`src/design/svpwm_pkg.sv`:
```
// ----------------------------------------------------------------------------
// svpwm_pkg
// Shared widths, constants and word types for the space vector pwm duty block.
// ----------------------------------------------------------------------------
package svpwm_pkg;

  // field widths
  localparam int VOLT_BITS = 16;
  localparam int DUTY_BITS = 16;

  // sqrt(3)/2 in q1.15 and the lowest bus value used as divisor (0.1 v)
  localparam int SQRT3_HALF_Q15 = 28378;
  localparam int BUS_MIN        = 26;

  // internal widths
  localparam int PHASE_BITS = VOLT_BITS + 16;              // phase voltage at 2^15 scale
  localparam int NUM_BITS   = VOLT_BITS + 18;              // 2*vx - (vmax + vmin)
  localparam int BIAS_BITS  = VOLT_BITS + DUTY_BITS + 17;  // bus * 2^16 * (1 + 2^D)
  localparam int SUM_BITS   = VOLT_BITS + DUTY_BITS + 20;  // full dividend before shift
  localparam int DIVD_BITS  = SUM_BITS - 17;               // dividend over bus
  localparam int REM_BITS   = VOLT_BITS + DUTY_BITS;       // remainder inside divider row
  localparam int LANES      = 3;

  // input word
  typedef struct packed {
    logic signed [VOLT_BITS-1:0] volt_alpha;
    logic signed [VOLT_BITS-1:0] volt_beta;
    logic        [VOLT_BITS-1:0] bus_voltage;
  } in_t;

  // result word
  typedef struct packed {
    logic [DUTY_BITS-1:0] phase_a_duty;
    logic [DUTY_BITS-1:0] phase_b_duty;
    logic [DUTY_BITS-1:0] phase_c_duty;
  } out_t;

  // word handed from cell to cell along the divider row
  typedef struct packed {
    logic [VOLT_BITS-1:0]                 bus;
    logic [LANES-1:0]                     sat;
    logic [LANES-1:0][REM_BITS-1:0]       rem;
    logic [LANES-1:0][DUTY_BITS-1:0]      quo;
  } div_word_t;

endpackage

```
`src/design/svpwm_front.sv`:
```
// ----------------------------------------------------------------------------
// svpwm_front
// Inverse clarke, min/max common mode removal and dividend forming, four
// register stages, one word per cycle.
// ----------------------------------------------------------------------------
module svpwm_front
  import svpwm_pkg::*;
(
  input  logic      clk,
  input  logic      rst_n,
  input  logic      in_valid,
  input  in_t       in_word,
  output logic      out_valid,
  output div_word_t out_word
);

  localparam logic signed [15:0] K_Q15 = 16'(SQRT3_HALF_Q15);

  // stage a: phase voltages
  logic                              valid_a_r;
  logic signed [LANES-1:0][PHASE_BITS-1:0] volt_a_r;
  logic signed [LANES-1:0][PHASE_BITS-1:0] volt_a_nxt;
  logic        [VOLT_BITS-1:0]       bus_a_r;
  logic        [VOLT_BITS-1:0]       bus_a_nxt;

  // stage b: common mode removed, bus bias
  logic                              valid_b_r;
  logic        [LANES-1:0][NUM_BITS-1:0] num_b_r;
  logic        [LANES-1:0][NUM_BITS-1:0] num_b_nxt;
  logic        [BIAS_BITS-1:0]       bias_b_r;
  logic        [BIAS_BITS-1:0]       bias_b_nxt;
  logic        [VOLT_BITS-1:0]       bus_b_r;

  // stage c: dividend over bus
  logic                              valid_c_r;
  logic        [LANES-1:0][DIVD_BITS-1:0] divd_c_r;
  logic        [LANES-1:0][DIVD_BITS-1:0] divd_c_nxt;
  logic        [VOLT_BITS-1:0]       bus_c_r;

  // stage d: range check
  logic                              valid_d_r;
  div_word_t                         word_d_r;
  div_word_t                         word_d_nxt;

  // inverse clarke, bus floor
  always_comb begin
    logic signed [PHASE_BITS-1:0] alpha_x;
    logic signed [PHASE_BITS-1:0] beta_x;
    logic signed [PHASE_BITS-1:0] k_beta;
    logic signed [PHASE_BITS-1:0] half_alpha;
    alpha_x       = PHASE_BITS'(in_word.volt_alpha);
    beta_x        = PHASE_BITS'(in_word.volt_beta);
    k_beta        = beta_x * PHASE_BITS'(K_Q15);
    half_alpha    = alpha_x <<< 14;
    volt_a_nxt[0] = alpha_x <<< 15;
    volt_a_nxt[1] = k_beta - half_alpha;
    volt_a_nxt[2] = -k_beta - half_alpha;
    bus_a_nxt     = (in_word.bus_voltage < VOLT_BITS'(BUS_MIN)) ?
                    VOLT_BITS'(BUS_MIN) : in_word.bus_voltage;
  end

  // min/max common mode, rounding and centering bias
  always_comb begin
    logic signed [PHASE_BITS-1:0] vmax;
    logic signed [PHASE_BITS-1:0] vmin;
    logic signed [NUM_BITS-1:0]   cm_sum;
    logic signed [NUM_BITS-1:0]   twice;
    vmax = volt_a_r[0];
    vmin = volt_a_r[0];
    for (int i = 1; i < LANES; i++) begin
      if ($signed(volt_a_r[i]) > vmax) vmax = volt_a_r[i];
      if ($signed(volt_a_r[i]) < vmin) vmin = volt_a_r[i];
    end
    cm_sum = NUM_BITS'(vmax) + NUM_BITS'(vmin);
    for (int i = 0; i < LANES; i++) begin
      twice        = NUM_BITS'($signed(volt_a_r[i])) <<< 1;
      num_b_nxt[i] = twice - cm_sum;
    end
    bias_b_nxt = (BIAS_BITS'(bus_a_r) << 16) + (BIAS_BITS'(bus_a_r) << (16 + DUTY_BITS));
  end

  // scaled dividend, floor divided by 2^17
  always_comb begin
    logic signed [SUM_BITS-1:0] total;
    for (int i = 0; i < LANES; i++) begin
      total = (SUM_BITS'($signed(num_b_r[i])) <<< (DUTY_BITS + 1))
            + $signed(SUM_BITS'(bias_b_r));
      divd_c_nxt[i] = total[SUM_BITS-1:17];
    end
  end

  // clamp below zero, flag full scale, seed the divider row
  always_comb begin
    logic [DIVD_BITS-1:0] limit;
    logic                 hi;
    limit          = DIVD_BITS'(bus_c_r) << DUTY_BITS;
    word_d_nxt.bus = bus_c_r;
    for (int i = 0; i < LANES; i++) begin
      hi                = !divd_c_r[i][DIVD_BITS-1] && (divd_c_r[i] >= limit);
      word_d_nxt.sat[i] = hi;
      word_d_nxt.quo[i] = '0;
      if (divd_c_r[i][DIVD_BITS-1] || hi) begin
        word_d_nxt.rem[i] = '0;
      end else begin
        word_d_nxt.rem[i] = divd_c_r[i][REM_BITS-1:0];
      end
    end
  end

  // valid pipeline
  always_ff @(posedge clk) begin
    if (!rst_n) begin
      valid_a_r <= 1'b0;
      valid_b_r <= 1'b0;
      valid_c_r <= 1'b0;
      valid_d_r <= 1'b0;
    end else begin
      valid_a_r <= in_valid;
      valid_b_r <= valid_a_r;
      valid_c_r <= valid_b_r;
      valid_d_r <= valid_c_r;
    end
  end

  // data pipeline
  always_ff @(posedge clk) begin
    volt_a_r <= volt_a_nxt;
    bus_a_r  <= bus_a_nxt;
    num_b_r  <= num_b_nxt;
    bias_b_r <= bias_b_nxt;
    bus_b_r  <= bus_a_r;
    divd_c_r <= divd_c_nxt;
    bus_c_r  <= bus_b_r;
    word_d_r <= word_d_nxt;
  end

  assign out_valid = valid_d_r;
  assign out_word  = word_d_r;

endmodule

```
`config.mk`:
```
export PLATFORM = sky130hd
export DESIGN_NAME = svpwm_front
export DESIGN_NICKNAME = d
export VERILOG_FILES = /design/src/design/svpwm_pkg.sv /design/src/design/svpwm_front.sv
export SDC_FILE = /design/constraint.sdc
export NUM_CORES = 1
export LEC_CHECK = 0
export BUFFER_PORTS_ARGS = -buffer_cell sky130_fd_sc_hd__buf_2
export CAP_MARGIN = 30
export CORE_MARGIN = 2
export CORE_UTILIZATION = 62
export DETAILED_ROUTE_END_ITERATION = 10
export HOLD_SLACK_MARGIN = 0.06
export PLACE_DENSITY = 0.92
export SLEW_MARGIN = 20
export SYNTH_ARGS = -nofsm -noshare
export SYNTH_HDL_FRONTEND = slang
export SYNTH_SLANG_ARGS = --single-unit
```
`constraint.sdc`:
```
create_clock -name clk -period 13.78 [get_ports clk]
set_clock_uncertainty 0.05 [all_clocks]
set_input_delay 1.378 -clock clk [delete_from_list [all_inputs] [get_ports clk]]
set_output_delay 1.378 -clock clk [all_outputs]
set_load 0.005 [all_outputs]
```
**After elaboration in Yosys (flattened, before gate mapping)**

Cells that the tools add are included.

- Bits in registers: 503
- Latch bits: 0
- Memory bits (writable): 0
- ROM bits: 0
- Input port bits: 51
- Output and inout port bits: 164
- Memories kept: 0

- Add/sub/neg operators: 11
- Multipliers: 1
- Divide/modulo/power cells: 0
- $lt $le $gt $ge: 8
- Equal/unequal tests: 0
- Shift-type cells: 0
- Muxes and demuxes: 4
- Bitwise gates (word level): 0
- Reductions and logical operators: 9

Operator list:

| kind | number |
|---|---|
| $add 51x50->52 | 3 |
| $mux 32 | 4 |
| $ge 35x32->1 | 3 |
| $sub 33x33->34 | 2 |
| $sub 32x30->32 | 2 |
| $add 32x48->49 | 1 |
| $sub 32x33->34 | 1 |
| $add 32x32->33 | 1 |
| $gt 32x31->1 | 1 |
| $gt 32x32->1 | 1 |
| $lt 32x31->1 | 1 |
| $lt 32x32->1 | 1 |
| $neg 32->32 | 1 |
| $mul 16x15->31 const B | 1 |
| $lt 16x5->1 const B | 1 |
| $logic_and 1x1->1 | 3 |
| $logic_not 1->1 | 3 |
| $logic_or 1x1->1 | 3 |

**Depth between registers and ports, before layout**

- Word-level depth: 6
- Gate-level depth with buffers: 53

**Worst setup path before layout**

Ideal clock, no wire load.

- Kind: register to register
- From: register volt_a_r[18] (netlist name)
- To: register num_b_r[66] (netlist name)
- Arrival: 9.834 ns
- Required time: 13.658 ns
- Path slack: 3.824 ns
- Stages on the path, launching flop included: 52
- Path buffers: 5
- Period minus slack after synthesis: 9.956 ns
- Cells stage by stage: dfxtp_1 > clkbuf_1 > inv_1 > ha_1 > nand4_1 > nor2_1 > a211o_1 > a21o_1 > a21o_1 > a21o_1 > a21o_1 > a21oi_1 > o31ai_1 > o31a_1 > buf_1 > mux2i_1 > ha_1 > a21o_1 > [... 16 more ...] > a211oi_1 > o41ai_1 > a21oi_1 > o21bai_1 > a2111oi_0 > nor2_1 > xnor2_1 > ha_1 > clkbuf_1 > a21o_1 > a21o_1 > a21oi_1 > nor2b_1 > o21ai_0 > nand2b_1 > a221o_1 > a21oi_1 > xnor2_1

RTL lines:

| element | RTL line | source |
|---|---|---|
| from (decl) | svpwm_front.sv:21 | `logic signed [LANES-1:0][PHASE_BITS-1:0] volt_a_r;` |
| from (signal assigned) | svpwm_front.sv:127 | `volt_a_r <= volt_a_nxt;` |
| to (signal assigned) | svpwm_front.sv:129 | `num_b_r <= num_b_nxt;` |
| to (decl) | svpwm_front.sv:28 | `logic [LANES-1:0][NUM_BITS-1:0] num_b_r;` |

==> flow_metrics.py <==
metrics = {
    "clock_network": {
        "cts_buffers": 41,
        "ctsLongestPathBuffers": 3,
        "cts.sinks": 439,
        "cts_tree": "yes",
        "clkLatencyLatePin_ns": 0.55,
        "root_buffer": "clkbuf_16",
        "cts_setup_buffers": 0,
        "postCtsHoldBufs": 0,
        "path_clk_slew_ns": 0.06,
        "ctsResizeCount": 0,
        "h-tree-depth": 2,
    },
    "timing": {
        "worst_pin_slew_ns": 0.9508,
        "finalCritPeriodShare_pct": 81.07,
        "timing.slew.headroom_pct": 36.03,
        "tns_ns": 0,
        "fmax_mhz": 89.51,
        "setup_violations": 0,
        "hold_ws_ns": 0.2748,
        "min_period_ns": 11.17,
        "slew_violations": 0,
        "hold_viol": 0,
        "rsz0062_at_grt": "no",
    },
    "critical_path": {
        "crit_required_ns": 14.20,
        "path_common_cell": "a21o_1",
        "cp_max_fo": 30,
        "worstReg2RegStart": "volt_a_r[17]",
        "crit_path_end_kind": "register",
        "reg2reg_depth": 46,
        "crit_start": "volt_a_r[17]",
        "critPathSlowestCell": "o31ai_4",
        "start_kind": "register",
        "path_class": "register to register",
        "slowest_delay_ns": 0.82,
        "cp.arrival_ns": 11.59,
        "r2r_end": "num_b_r[66]",
        "r2r_slack_ns": 2.61,
    },
    "grt": {
        "track_usage_pct": 29.64,
        "antenna_found_initial": 5,
        "overflow": 0,
        "grt_max_degree": 34,
        "grt_pass1_wl_um": 128700,
        "grt_pass1_vias": 25670,
    },
    "route": {
        "first_pass_iters": 7,
        "drtAntennaViolNets": 0,
        "drt-wirelength-per-cell_um": 18.40,
        "drcViolationCount": 0,
        "drt_iter0_drc": 1601,
        "vias": 25650,
        "vias_per_cell": 5.865,
        "drt_wl_total_um": 80490,
    },
    "synthesis": {
        "synth_edf_count": 0,
        "syn_inst": 3499,
        "synth_area_mm2": 0.03220,
        "synth.distinct_cells": 92,
        "ys_async_sr_fraction_pct": 0,
        "seq_area_frac_synth_pct": 27.29,
        "netlist_top_cells_count": "ha_1, dfxtp_1, inv_1, a21oi_1, xnor2_1",
        "yosysWarnings": 0,
        "synth_top_area_share_pct": 27.29,
        "avgSynthCellArea_um2": 9.204,
        "ys_ff_latch": 439,
        "yosys.area.top_type": "dfxtp_1",
        "yosys_most_used_dff": "dfxtp_1",
        "synth.area.top_cells": "dfxtp_1, ha_1, fa_1, xnor2_1, inv_1",
        "yosysMostFrequentCell": "ha_1",
    },
    "cells_and_area": {
        "fillers": 3797,
        "area_growth_pct": 8.617,
        "design_area_mm2": 0.03498,
        "nNetsFinal": 4326,
        "stdcell_count": 4374,
        "drive_gt1_share_pct": 7.853,
    },
    "placement": {
        "port-buffer-count": 166,
        "post-dp-hpwl_um": 65490,
        "place_inst": 4302,
        "gp_congestion": 0.9454,
        "placed_area_mm2": 0.03361,
    },
    "die": {
        "die_area_mm2": 0.05378,
        "die_h_um": 231.9,
        "fp.dieW_um": 231.9,
        "num_io_pins": 215,
        "rows": 83,
        "core_region_area_mm2": 0.05130,
        "start_util_pct": 62.77,
    },
    "min_path": {
        "hold_class": "register to register",
        "holdPathStages": 0,
        "min_to": "bus_b_r[6]",
        "hold_start": "bus_a_r[6]",
    },
    "run": {
        "drv_cap": 0,
    },
    "outcome": {
        "status": "finished clean",
    },
}
## placed cells by master, fill, tap and decap left out, types with 115 or more instances in the layout
| cell | synthesis | routed |
|---|---|---|
| inv_1 | 368 | 368 |
| fa_1 | 126 | 126 |
| a21oi_1 | 226 | 223 |
| a21o_1 | 126 | 126 |
| and2_1 | 115 | 115 |
| xnor2_1 | 179 | 179 |
| dfxtp_1 | 439 | 439 |
| nor2_1 | 175 | 175 |
| o21ai_0 | 152 | 152 |
| ha_1 | 484 | 484 |
| buf_2 | 6 | 166 |
| nand2_1 | 142 | 142 |
## how the worst max path moves through the flow
stage / end
3_5_place_dp: num_b_r[66]
3_3_place_gp: num_b_r[66]
4_1_cts: num_b_r[66]
5_1_grt: num_b_r[66]
2_1_floorplan: num_b_r[66]
6_report: num_b_r[66]
## area by class of cell
type	count	area (µm²)	area share (%)
Sequential cell	439	8788	25.13
Clock inverter	16	192.7	0.5509
Antenna cell	1	2.502	0.007154
Timing Repair Buffer	177	917.1	2.622
Multi-Input combinational cell	2637	21670	61.96
Inverter	369	1385	3.960
Clock buffer	55	1169	3.341
Tap cell	680	850.8	2.432
## layer usage
layer | GRT usage (%) | part of all wire (%)
met5 | 0 | 0.036
met4 | 13.88 | 5.2
met3 | 3.500 | 6.0
met2 | 51.48 | 47
met1 | 36.61 | 42
## state kept, by name (all words and copies together) (netlist names)
signal     count
bias_b_r       1
bus_b_r       15
out_word     115
divd_c_r      99
bus_a_r       16
bus_c_r       16
valid_a_r      1
valid_c_r      1
num_b_r       96
volt_a_r      77
out_valid      1
valid_b_r      1
## through the flow
step                worst slack, ns  utilization, %
detailed placement            2.771           65.52
global route                  1.732           68.18
finish                        2.608           68.18
floorplan                     3.824               -
global placement              3.042           65.50
CTS                           2.734           68.18
## cells by family after synthesis
group                    after synthesis  share of synthesized area, %
AND/OR/NAND/NOR                      820                         13.38
AO/OA/AOI/OAI                        804                         16.46
adder cells (fa/ha/maj)              615                         26.79
buffers and inverters                470                         6.084
flip-flops                           439                         27.29
XOR/XNOR                             250                         6.865
multiplexers                         100                         3.112
other                                  1                       0.01164
## critical path, delay by kind of cell, from the launching register on
family	cells	cell delay (ns)
AO/OA/AOI/OAI	31	6.50
XOR/XNOR	2	0.48
buffers and inverters	2	0.50
multiplexers	3	0.84
flip-flops	1	0.45
adder cells (fa/ha/maj)	4	1.47
AND/OR/NAND/NOR	4	0.78
Power is not shown: default switching activity piles up to over one toggle a cycle in this logic, so the estimate is an artifact.
