### src/design/svpwm_pkg.sv
// ----------------------------------------------------------------------------
// svpwm_pkg
// Shared widths, constants and word types for the space vector pwm duty block.
// ----------------------------------------------------------------------------
package svpwm_pkg;

  // field widths
  localparam int VOLT_BITS = 16;
  localparam int DUTY_BITS = 16;

  // sqrt(3)/2 in q1.15 and the lowest bus value used as divisor (0.1 v)
  localparam int SQRT3_HALF_Q15 = 28378;
  localparam int BUS_MIN        = 26;

  // internal widths
  localparam int PHASE_BITS = VOLT_BITS + 16;              // phase voltage at 2^15 scale
  localparam int NUM_BITS   = VOLT_BITS + 18;              // 2*vx - (vmax + vmin)
  localparam int BIAS_BITS  = VOLT_BITS + DUTY_BITS + 17;  // bus * 2^16 * (1 + 2^D)
  localparam int SUM_BITS   = VOLT_BITS + DUTY_BITS + 20;  // full dividend before shift
  localparam int DIVD_BITS  = SUM_BITS - 17;               // dividend over bus
  localparam int REM_BITS   = VOLT_BITS + DUTY_BITS;       // remainder inside divider row
  localparam int LANES      = 3;

  // input word
  typedef struct packed {
    logic signed [VOLT_BITS-1:0] volt_alpha;
    logic signed [VOLT_BITS-1:0] volt_beta;
    logic        [VOLT_BITS-1:0] bus_voltage;
  } in_t;

  // result word
  typedef struct packed {
    logic [DUTY_BITS-1:0] phase_a_duty;
    logic [DUTY_BITS-1:0] phase_b_duty;
    logic [DUTY_BITS-1:0] phase_c_duty;
  } out_t;

  // word handed from cell to cell along the divider row
  typedef struct packed {
    logic [VOLT_BITS-1:0]                 bus;
    logic [LANES-1:0]                     sat;
    logic [LANES-1:0][REM_BITS-1:0]       rem;
    logic [LANES-1:0][DUTY_BITS-1:0]      quo;
  } div_word_t;

endpackage

### src/design/svpwm_div_cell.sv
// ----------------------------------------------------------------------------
// svpwm_div_cell
// One restoring divider cell: settles one quotient bit for all three phases
// and passes the word on to the next cell.
// ----------------------------------------------------------------------------
module svpwm_div_cell
  import svpwm_pkg::*;
#(
  parameter int SHIFT = 0
) (
  input  logic      clk,
  input  logic      rst_n,
  input  logic      in_valid,
  input  div_word_t in_word,
  output logic      out_valid,
  output div_word_t out_word
);

  logic      valid_r;
  div_word_t word_r;
  div_word_t word_nxt;

  // trial subtract of bus * 2^SHIFT per phase
  always_comb begin
    logic [REM_BITS-1:0] divisor;
    logic                ge;
    divisor      = REM_BITS'(in_word.bus) << SHIFT;
    word_nxt.bus = in_word.bus;
    word_nxt.sat = in_word.sat;
    for (int i = 0; i < LANES; i++) begin
      ge              = in_word.rem[i] >= divisor;
      word_nxt.rem[i] = ge ? (in_word.rem[i] - divisor) : in_word.rem[i];
      word_nxt.quo[i] = {in_word.quo[i][DUTY_BITS-2:0], ge};
    end
  end

  always_ff @(posedge clk) begin
    if (!rst_n) begin
      valid_r <= 1'b0;
    end else begin
      valid_r <= in_valid;
    end
  end

  always_ff @(posedge clk) begin
    word_r <= word_nxt;
  end

  assign out_valid = valid_r;
  assign out_word  = word_r;

endmodule

### config.mk
export PLATFORM = sky130hd
export DESIGN_NAME = svpwm_div_cell
export DESIGN_NICKNAME = d
export VERILOG_FILES = /design/src/design/svpwm_pkg.sv /design/src/design/svpwm_div_cell.sv
export SDC_FILE = /design/constraint.sdc
export NUM_CORES = 1
export LEC_CHECK = 0
export BUFFER_PORTS_ARGS = -buffer_cell sky130_fd_sc_hd__buf_2
export CAP_MARGIN = 0
export CORE_ASPECT_RATIO = 0.6
export CORE_MARGIN = 3
export CORE_UTILIZATION = 48
export DETAILED_ROUTE_END_ITERATION = 12
export PLACE_DENSITY = 0.81
export SLEW_MARGIN = 5
export SYNTH_ARGS = -nofsm -noshare
export SYNTH_HDL_FRONTEND = slang
export SYNTH_SLANG_ARGS = --single-unit
export TNS_END_PERCENT = 20
### constraint.sdc
create_clock -name clk -period 3.35 [get_ports clk]
set_input_delay 0.5025 -clock clk [delete_from_list [all_inputs] [get_ports clk]]
set_output_delay 0.5025 -clock clk [all_outputs]
set_load 0.02 [all_outputs]
Yosys cells after proc, flatten, opt, wreduce, memory -nomap -nowiden --
Index checks and enable logic that the tools add are counted. W data, S select, Z words.
Storage, ports and cells: register bits after elaboration 164, word-level logic and storage cells 18, bits of input ports 166, output and inout port bits 164
Cells by class: $add $sub $neg 3, magnitude comparators 3, mux-type cells 3
Operators by type and width (number):
- $ge A32 B16 Y1 | 3
- $mux W32 | 3
- $sub A32 B16 Y32 | 3

Longest topological paths before layout --
Gate-level depths: netlist of the first run.
word-level depth 2, depth in mapped cells 12

Worst setup path before layout of the first run --
OpenSTA, ideal clock, no wires.
path kind input to register, start input port in_word[138] (netlist bit), end register word_r, in the netlist out_word[115], data required time 3229 ps, library setup time 121 ps, stages on the path 7, arrival 2944 ps, slack 285 ps, cell sequence or4_4 > or3_4 > or3_1 > nor4_2 > or4b_4 > buf_6 > mux2_4
RTL lines:
- from (decl) | line svpwm_div_cell.sv:14 | input div_word_t in_word,
- to (signal assigned) | line svpwm_div_cell.sv:46 | word_r <= word_nxt;
- to (decl) | line svpwm_div_cell.sv:20 | div_word_t word_r;

==> Implementation_results.wiki, run 1 <==
{| class="wikitable"
! Metric !! Value
|-
| Count of flip-flops with a built-in enable after synthesis || 0
|-
| Most used cells in the layout excluding fill and tap cells || sky130_fd_sc_hd__buf_2 (326), sky130_fd_sc_hd__dfxtp_1 (164), sky130_fd_sc_hd__nor2_1 (76)
|-
| Fraction of synthesized cell area in xor and xnor cells || 10.0%
|-
| Static power due to leakage || 4.72 nW
|-
| Final cycle utilization of the critical path || 87.0%
|-
| Worst max-slew margin expressed relative to the limit || 52.1%
|-
| Vertical extent of the die || 102 µm
|-
| Antenna violations before repair || 2
|-
| Leftover overflow at the end of global routing || 0
|-
| Min-Delay Path Class || primary input to register
|-
| Overall die area || 0.0170 mm²
|-
| Netlist cell types || 62
|-
| Max Fanout on Critical Path || 8
|-
| Clk Tree Root Cell || sky130_fd_sc_hd__clkbuf_16
|-
| Most frequent standard cell in the layout excluding fill and tap cells || sky130_fd_sc_hd__buf_2
|-
| Mean post-synth cell area || 9.27 µm²
|-
| #FFs+latches synth || 164
|-
| Achievable clock frequency || 0.343 GHz
|-
| Total detailed-routing wirelength || 23800 µm
|-
| Layout cell share with drive strength beyond 1 || 34.5%
|-
| Number of nets still failing antenna checks after routing || 0
|-
| Number of global-route vias before repair || 6754
|-
| Iteration-0 DRC count of the detailed router || 556
|-
| Combinational family with the most area after synthesis || simple AND/OR/NAND/NOR gates
|-
| Outcome || complete, no violations
|-
| Deepest level of the CTS H-tree || 4
|-
| Primary FF master, synth || sky130_fd_sc_hd__dfxtp_1
|-
| Mapped Cells || 799
|-
| Final layout net count || 1363
|-
| Area Overhead vs Synth || 34.7%
|-
| Final hold slack || 0.175 ns
|-
| Routability Congestion || 0.955
|-
| Total of fill cells in the finished design || 1211
|-
| Destination of the worst hold path || out_word[22]$_DFF_P_
|-
| Maximum buffer depth of the clock tree || 2
|-
| Adder-cell share of the synthesized area || 8.92%
|-
| Post-synthesis compound-gate area fraction || 14.4%
|-
| Clock-pin slew reported for the worst setup and hold paths after clock tree synthesis || 0.07 ns
|-
| Minimum period implied by the final worst setup slack || 2.92 ns
|-
| Detailed Routing Iterations Pass 1 || 5
|-
| Portion of the post-synthesis area used by sequential elements || 44.3%
|-
| Final standard cell count with taps included and fillers excluded || 1358
|-
| Type of destination of the critical path || register
|-
| Post-Syn Nets || 1016
|-
| Total count of max-transition violations in the final report || 0
|-
| Maximum ir drop on the vdd rail || 0.355 mV
|-
| Area of all sequential standard cells || 0.00328 mm²
|-
| Share of synthesized cell area in and, or, nand and nor gates || 17.5%
|-
| Mux cell area share after synthesis || 1.69%
|-
| Post-detail-place hpwl || 19400 µm
|-
| Kind of critical path || primary input to register
|-
| Ordered cell list for the critical path || buf_2, or4_4, or3_4, or3_1, nor4_2, or4b_4, buf_4, mux2_4
|-
| Unrepaired setup endpoints after global routing || no
|-
| Total DRC errors in the routed layout || 0
|-
| Clock buffer count from CTS || 17
|-
| Die W || 166 µm
|-
| Number of setup violations in the final report || 0
|-
| Final Hold Vio Count || 0
|-
| Synth async-reset ratio || 0%
|-
| Global-route usage over all layers || 26.6%
|-
| Number of placed I/O pins || 330
|-
| Sum Neg Setup Slack || 0 ns
|-
| Routed wire length per instance || 17.5 µm
|-
| Worst hold start || in_word[21]
|-
| Slew at the pin closest to its max-slew limit || 0.712 ns
|-
| Global-route wire length before repair || 35700 µm
|-
| WP data required || 3.65 ns
|-
| Floorplan row count || 34
|-
| Post-synth design cell area || 0.00741 mm²
|-
| Setup crit start || in_word[138]
|-
| Hold-fix buffers at CTS || 0
|-
| Critical path launch point type || primary input
|-
| Cell at the slowest stage of the critical path || sky130_fd_sc_hd__or4_4
|-
| Arr. time, crit path || 3.22 ns
|-
| Footprint of the multi-input gates || 0.00390 mm²
|-
| CTS sink count || 164
|-
| Quantity of I/O buffers inserted on ports || 326
|-
| Avg Vias per Cell || 5.31
|-
| Starting utilization of the core area || 50.1%
|-
| CTS tree || built
|-
| Cells on Worst Hold Path || 1
|-
| Maximum cell stage delay along the critical path || 0.54 ns
|-
| Floorplan Core Area || 0.0148 mm²
|-
| Placed cell count || 1325
|-
| Yosys warns || 0
|-
| Power density over cell area || 550 mW/mm²
|-
| Post-CTS Setup Repair Bufs || 0
|-
| Max Cap Violations || 0
|-
| Number of gates given a new drive strength after cts || 0
|-
| Total via count in the routed design || 7212
|-
| Pin count of the biggest net entering global routing || 26
|}
[cell type report]
class / count / share of cell area, %
timing repair buffer: 350 / 18.4
clock buffer: 19 / 4.44
inverter: 35 / 1.32
sequential: 164 / 32.9
tap: 198 / 2.48
antenna: 1 / 0.0251
clock inverter: 13 / 1.39
multi-input combinational: 578 / 39.0
[per-stage QoR]
step | utilization (%) | area, µm² | worst slack (ns) | power, mW
floorplan | - | 7410 | 0.285 | 3.05
global placement | 63.5 | 9400 | 0.0559 | 3.54
detailed placement | 63.5 | 9400 | 0.0294 | 3.57
CTS | 67.4 | 9980 | 0.449 | 5.52
global route | 67.4 | 9980 | 0.322 | 5.73
finish | 67.4 | 9980 | 0.435 | 5.49
[metal layers]
layer	part of all wire (%)	wire (µm)	track usage, %	vias to the layer above
li1	-	-	-	3511
met1	48	11500	40.5	3354
met2	42	9890	38.2	319
met3	8.8	2100	6.53	26
met4	1.2	277	5.77	2
met5	0.029	7	0	-
[cell families (layout without fill, tap and decap cells)]
kind of cell,after synthesis,after routing
buffers and inverters,57,417
adder cells (fa/ha/maj),51,51
flip-flops,164,164
XOR/XNOR,85,85
multiplexers,10,10
AO/OA/AOI/OAI,172,172
AND/OR/NAND/NOR,260,260
other,0,1
[how the worst max path moves through the flow]
| stage | to | slack (ns) | depth (start not counted) |
|---|---|---|---|
| 2_1_floorplan | out_word[115]$_DFF_P_ | 0.28 | 7 |
| 3_3_place_gp | out_word[126]$_DFF_P_ | 0.06 | 8 |
| 3_5_place_dp | out_word[126]$_DFF_P_ | 0.03 | 8 |
| 4_1_cts | out_word[126]$_DFF_P_ | 0.45 | 8 |
| 5_1_grt | out_word[79]$_DFF_P_ | 0.32 | 12 |
| 6_report | out_word[126]$_DFF_P_ | 0.43 | 8 |
[critical path: cells and delay by family]
kind                   cells  cell delay [ns]
AND/OR/NAND/NOR            5             2.12
multiplexers               1             0.30
buffers and inverters      2             0.30
[registers in the layout, indices dropped and copies added, names as in the netlist]
register   cells
out_word     163
out_valid      1
[power breakdown]
part	internal, mW	total [mW]	switching (mW)
sequential	2.16	2.22	0.0578
combinational	0.509	1.33	0.822
clock	1.07	1.94	0.865
[cells in the mapped netlist, drive strengths merged, types with 4 or more instances]
cell | n | area [µm²]
clkbuf | 20 | 75.1
or4 | 8 | 63.8
o21bai | 5 | 37.5
nand3 | 18 | 90.1
ha | 48 | 601
nor3 | 20 | 100
inv | 35 | 131
dfxtp | 164 | 3280
xnor2 | 55 | 482
xor2 | 30 | 263
nand4 | 14 | 93.8
o211ai | 4 | 35.0
nor4 | 13 | 87.6
nand2 | 69 | 259
a211oi | 10 | 75.1
a21o | 10 | 75.1
o21ai | 43 | 215
a21oi | 62 | 310
nand2b | 10 | 62.6
o31a | 7 | 61.3
o21a | 8 | 60.1
mux2 | 8 | 105
o31ai | 4 | 30.0
nor2 | 76 | 285
nor2b | 5 | 31.3
or3 | 6 | 42.5
Note: power is estimated with default switching activity, not from simulation.
==> inputs of run 2 (changes only) <==
- ABC_AREA: not set -> 1
- CORE_MARGIN: 3 -> not set
- CORE_UTILIZATION: 48 -> 51
- SLEW_MARGIN: 5 -> 10
==> run 2 against run 1 <==
Against the previous run: combinational power is 18% higher; power is 6.4% higher; die area is 13% higher; clock power is 6% higher; hold slack worse by 0.016 ns; first-iteration DRC count is 120% higher.
==> Implementation_results.wiki, run 2 <==
{| class="wikitable"
! Metric !! Value
|-
| Arr. time, crit path || 2.79 ns
|-
| Number of nets still failing antenna checks after routing || 0
|-
| Mapped Cells || 1468
|-
| Routed wire length per instance || 16.9 µm
|-
| Clk Tree Root Cell || sky130_fd_sc_hd__clkbuf_16
|-
| Total via count in the routed design || 10800
|-
| Starting utilization of the core area || 52.3%
|-
| Number of buffers and inverters on the critical path || 3
|-
| Quantity of I/O buffers inserted on ports || 326
|-
| Wl on met1 || 16500 µm
|-
| Global-route wire length before repair || 52100 µm
|-
| #FFs+latches synth || 164
|-
| Synth async-reset ratio || 0%
|-
| Deepest level of the CTS H-tree || 4
|-
| Yosys top cell area share || 34.5%
|-
| Unrepaired setup endpoints after global routing || no
|-
| Yosys warns || 0
|-
| Total DRC errors in the routed layout || 0
|-
| Iteration-0 DRC count of the detailed router || 1213
|-
| Die W || 178 µm
|-
| Final Hold Vio Count || 0
|-
| Leftover overflow at the end of global routing || 0
|-
| Sum Neg Setup Slack || 0 ns
|-
| Number of placed I/O pins || 330
|-
| Hold-fix buffers at CTS || 0
|-
| Kind of critical path || primary input to register
|-
| Uppermost signal routing layer after detailed routing || met5
|-
| Maximum cell stage delay along the critical path || 0.32 ns
|-
| Floorplan Core Area || 0.0182 mm²
|-
| CTS sink count || 164
|-
| Power density over cell area || 486 mW/mm²
|-
| Synth cell count leaders || sky130_fd_sc_hd__nand2_1 (518), sky130_fd_sc_hd__inv_1 (209), sky130_fd_sc_hd__dfxtp_1 (164), sky130_fd_sc_hd__nor2_1 (137), sky130_fd_sc_hd__nand3_1 (94)
|-
| Final total power || 5.84 mW
|-
| Setup ws final || 0.930 ns
|-
| Detailed Routing Iterations Pass 1 || 6
|-
| Max Fanout on Critical Path || 29
|-
| Layout Utilization || 66.1%
|-
| WP data required || 3.72 ns
|-
| Clock buffer count from CTS || 17
|-
| Number of global-route vias before repair || 9664
|-
| Pin count of the biggest net entering global routing || 30
|-
| Max Cap Violations || 0
|-
| Number of gates given a new drive strength after cts || 0
|-
| Achievable clock frequency || 0.413 GHz
|-
| Met3 wire len || 4450 µm
|-
| Routability Congestion || 1.05
|-
| Most frequent standard cell in the layout excluding fill and tap cells || sky130_fd_sc_hd__nand2_1
|-
| Synth top area cells || sky130_fd_sc_hd__dfxtp_1 (35%), sky130_fd_sc_hd__nand2_1 (20%), sky130_fd_sc_hd__inv_1 (8.3%), sky130_fd_sc_hd__ha_1 (6.3%), sky130_fd_sc_hd__nor2_1 (5.4%)
|-
| Count of flip-flops with a built-in enable after synthesis || 0
|-
| Total detailed-routing wirelength || 34700 µm
|-
| Area Overhead vs Synth || 26.4%
|-
| Total count of max-transition violations in the final report || 0
|-
| Top cell type by total area after synthesis || sky130_fd_sc_hd__dfxtp_1
|-
| Global-route usage over all layers || 36.5%
|-
| Dominant cell by count in the synthesized netlist || sky130_fd_sc_hd__nand2_1
|-
| Number of setup violations in the final report || 0
|-
| Avg Vias per Cell || 5.23
|-
| Primary FF master, synth || sky130_fd_sc_hd__dfxtp_1
|-
| Vertical extent of the die || 108 µm
|-
| Static power due to leakage || 6.34 nW
|-
| Routed length on met2 || 13200 µm
|-
| CTS tree || built
|-
| Critical path launch point type || primary input
|-
| Cell at the slowest stage of the critical path || sky130_fd_sc_hd__ha_1
|-
| Layout cell share with drive strength beyond 1 || 22.0%
|-
| Worst max-slew margin expressed relative to the limit || 52.1%
|-
| Slew at the pin closest to its max-slew limit || 0.711 ns
|-
| Ordered cell list for the critical path || buf_2, inv_1, ha_1, a21oi_1, o21ai_0, nor2_1, o21ai_2, nor2_4, buf_12, nand2_1, o21ai_1
|-
| Final cycle utilization of the critical path || 72.3%
|-
| Crit path max-delay family || compound AO/OA/AOI/OAI gates
|-
| Post-Syn Nets || 1685
|-
| Setup slack after placement || 0.601 ns
|-
| Post-CTS Setup Repair Bufs || 0
|-
| Maximum buffer depth of the clock tree || 2
|-
| Final layout net count || 2021
|-
| Most used cells in the layout excluding fill and tap cells || sky130_fd_sc_hd__nand2_1 (518), sky130_fd_sc_hd__buf_2 (326), sky130_fd_sc_hd__inv_1 (209)
|-
| Outcome || complete, no violations
|-
| Type of destination of the critical path || register
|-
| Netlist cell types || 35
|-
| Floorplan row count || 38
|-
| Max FFs per register || 163
|-
| Minimum period implied by the final worst setup slack || 2.42 ns
|-
| Post-synth design cell area || 0.00950 mm²
|-
| Overall die area || 0.0192 mm²
|-
| Portion of the post-synthesis area used by sequential elements || 34.5%
|-
| Antenna violations before repair || 6
|-
| Maximum ir drop on the vdd rail || 0.564 mV
|-
| Mean post-synth cell area || 6.47 µm²
|-
| Min-Delay Path Class || primary input to register
|-
| Post-detail-place hpwl || 28600 µm
|-
| Clock-pin slew reported for the worst setup and hold paths after clock tree synthesis || 0.06 ns
|}
[run 2: changes by cell type after synthesis, sizes merged, moves of 16 or more]
cell    change
nand4      +20
inv       +178
nor2       +69
buf        +16
clkbuf     -20
nand3      +79
xnor2      -42
nand2     +454
a21oi      +31
[run 2: layout make-up]
class,count,area [µm²]
clock buffers,20,467
inverters,213,800
repair buffers,335,1740
well taps,240,300
diodes,4,10.0
clock inverters,11,151
flip-flops and latches,164,3280
multi-input cells,1073,5260
fillers,1677,6150
[run 2: worst paths after layout]
kind                    startpoint                    to  cells past startpoint
worst min-delay path   in_word[27]  out_word[28]$_DFF_P_                      1
worst max-delay path  in_word[162]  out_word[82]$_DFF_P_                     11
[run 2: metal layers]
| layer | vias to the layer above | track usage [%] |
|---|---|---|
| met4 | 2 | 9.26 |
| met1 | 4805 | 54.2 |
| met3 | 59 | 12.2 |
| li1 | 5300 | - |
| met2 | 599 | 49.2 |
| met5 | - | 0 |
[run 2: cells by family after synthesis]
family | after synthesis | synth area share, %
compound gates | 140 | 7.81
xor+xnor | 34 | 3.13
fa+ha+maj | 51 | 6.95
buf+inv | 231 | 10.1
flops | 164 | 34.5
simple gates | 848 | 37.5
[run 2: power breakdown]
part	internal (mW)	switching, mW	leakage (nW)
sequential	2.16	0.0582	1.38
clock	1.23	0.828	0.291
combinational	0.509	1.06	4.66
total	3.89	1.95	6.34
[run 2: through the flow]
| stage | cell area (µm²) | hold WS [ns] | instances |
|---|---|---|---|
| final | 12000 | 0.160 | 2060 |
| after global routing | 12000 | 0.144 | 2060 |
| after CTS | 12000 | 0.150 | 2056 |
| after detailed placement | 11400 | 0.607 | 2025 |
| after global placement | 11400 | 0.605 | 2025 |
| after floorplan | 9500 | 0.530 | 1468 |
==> inputs of run 3 (changes only) <==
- CORE_UTILIZATION: 51 -> 46
- PLACE_DENSITY: 0.81 -> 0.77
- clock period: 3.35 -> 2.02 ns (I/O delays scaled with it)
==> run 3 against run 2 <==
Against the previous run: hold slack worse by 0.12 ns; die area grew 11%; core utilization up 8.2 points; sequential power grew 67%; critical path depth shrank 1; setup slack worse by 0.87 ns; cell area grew 25%; non-clock buffer count grew 340; first-iteration DRC count increased by 5.4%; largest power group unchanged; highest routed layer is now met4.
==> Implementation_results.wiki, run 3 (synthesized netlist as in run 2, its figures left out) <==
{| class="wikitable"
! Metric !! Value
|-
| Type of destination of the critical path || register
|-
| Setup ws final || 0.0633 ns
|-
| Quantity of I/O buffers inserted on ports || 326
|-
| Total via count in the routed design || 12500
|-
| WP data required || 2.38 ns
|-
| Global-route usage over all layers || 38.0%
|-
| Max Fanout on Critical Path || 4
|-
| Number of nets still failing antenna checks after routing || 0
|-
| Die W || 188 µm
|-
| Final layout net count || 2364
|-
| Arr. time, crit path || 2.31 ns
|-
| Post-detail-place hpwl || 32300 µm
|-
| Setup slack after placement || -0.642 ns
|-
| CTS tree || built
|-
| Routed wire length per instance || 17.0 µm
|-
| Critical path launch point type || primary input
|-
| Slew at the pin closest to its max-slew limit || 0.582 ns
|-
| Total count of max-transition violations in the final report || 0
|-
| Total detailed-routing wirelength || 41300 µm
|-
| Clk Tree Root Cell || sky130_fd_sc_hd__clkbuf_16
|-
| Static power due to leakage || 7.97 nW
|-
| Avg Vias per Cell || 5.14
|-
| Area Overhead vs Synth || 57.4%
|-
| Min-Delay Path Class || primary input to register
|-
| Overall die area || 0.0213 mm²
|-
| Detailed Routing Iterations Pass 1 || 8
|-
| Total of fill cells in the finished design || 1631
|-
| CTS sink count || 164
|-
| Power density over cell area || 700 mW/mm²
|-
| Most used cells in the layout excluding fill and tap cells || sky130_fd_sc_hd__nand2_1 (512), sky130_fd_sc_hd__buf_2 (326), sky130_fd_sc_hd__buf_4 (278)
|-
| Minimum period implied by the final worst setup slack || 1.96 ns
|-
| Floorplan row count || 40
|-
| Routability Congestion || 1.01
|-
| Clock-pin slew reported for the worst setup and hold paths after clock tree synthesis || 0.06 ns
|-
| Achievable clock frequency || 0.511 GHz
|-
| Number of placed I/O pins || 330
|-
| Maximum ir drop on the vdd rail || 0.608 mV
|-
| Ordered cell list for the critical path || buf_2, inv_1, buf_4, ha_1, a21oi_1, nand2_1, buf_4, a21oi_1, nand4_1, a21oi_1
|-
| Kind of critical path || primary input to register
|-
| Final hold slack || 0.0381 ns
|-
| Layout cell share with drive strength beyond 1 || 32.8%
|-
| Vertical extent of the die || 113 µm
|-
| Clock buffer count from CTS || 17
|-
| Total DRC errors in the routed layout || 0
|-
| Final cycle utilization of the critical path || 96.9%
|-
| Final Hold Vio Count || 0
|-
| Number of setup violations in the final report || 0
|-
| Area of all sequential standard cells || 0.00328 mm²
|-
| Most frequent standard cell in the layout excluding fill and tap cells || sky130_fd_sc_hd__nand2_1
|-
| Starting utilization of the core area || 47.2%
|-
| Floorplan Core Area || 0.0201 mm²
|-
| Worst max-slew margin expressed relative to the limit || 60.8%
|-
| Global-route wire length before repair || 61700 µm
|-
| Sum Neg Setup Slack || 0 ns
|-
| Max Cap Violations || 0
|-
| Pin count of the biggest net entering global routing || 23
|-
| Unrepaired setup endpoints after global routing || yes
|-
| Number of buffers and inverters on the critical path || 4
|-
| Max FFs per register || 163
|-
| Cell at the slowest stage of the critical path || sky130_fd_sc_hd__a21oi_1
|-
| Maximum cell stage delay along the critical path || 0.31 ns
|-
| Iteration-0 DRC count of the detailed router || 1278
|-
| Deepest level of the CTS H-tree || 4
|-
| Outcome || complete, no violations
|-
| Crit path max-delay family || compound AO/OA/AOI/OAI gates
|-
| Antenna violations before repair || 2
|-
| Leftover overflow at the end of global routing || 0
|-
| Number of global-route vias before repair || 11500
|-
| Maximum buffer depth of the clock tree || 2
|-
| Dominant cell type by count on the critical path || sky130_fd_sc_hd__a21oi_1
|-
| Footprint of the multi-input gates || 0.00542 mm²
|}
-- run 3: cell count changes in the layout (fill, tap and decap cells not counted), sizes merged --
cell and delta:
buf +277, dlygate4sd3 +62, diode -3, nor2 +3, clkbuf +2, clkinvlp -2
-- run 3: what timing repair did --
item                                    in CTS  in global routing
hold endpoints to repair                    62                  0
pin swaps                                    0                  8
cloned                                       1                  3
setup buffers                                0                  5
gates resized for setup                      1                 37
endpoints found under the setup margin      29                 69
hold buffers                                62                  0
-- run 3: power by group --
part | internal (mW) | switching [mW] | total (mW)
Sequential | 3.57 | 0.102 | 3.68
Clock | 1.99 | 1.35 | 3.34
Combinational | 1.45 | 1.99 | 3.45
-- run 3: worst paths after layout --
path                startpoint                    end  depth (start not counted)
hold / removal    in_word[148]  out_word[148]$_DFF_P_                          1
setup / recovery  in_word[161]  out_word[131]$_DFF_P_                         10
-- run 3: layout make-up --
cell class	count	share of cell area [%]
inverter	213	5.36
multi-input combinational	1076	36.2
tap	273	2.28
clock buffer	21	3.08
clock inverter	9	0.862
timing repair buffer	675	30.2
antenna	1	0.0167
sequential	164	22.0
-- run 3: per-stage QoR --
step                      cell area (µm²)  cells  total power, mW  util (%)
after detailed placement            13500   2330             6.91      67.1
after global placement              13500   2330             6.88      67.1
after CTS                           14700   2423             10.3      73.2
after floorplan                      9500   1468             5.30         -
after global routing                15000   2432             10.9      74.3
final                               15000   2432             10.5      74.3
-- run 3: per-layer routing --
| layer | vias up | track usage [%] | share of wire [%] | wire [µm] |
|---|---|---|---|---|
| met4 | 0 | 9.97 | 1.9 | 768 |
| met1 | 5718 | 54.6 | 45 | 18600 |
| met2 | 722 | 55.1 | 40 | 16500 |
| met5 | - | 0 | 0 | 0 |
| li1 | 5989 | - | - | - |
| met3 | 62 | 10.8 | 13 | 5400 |
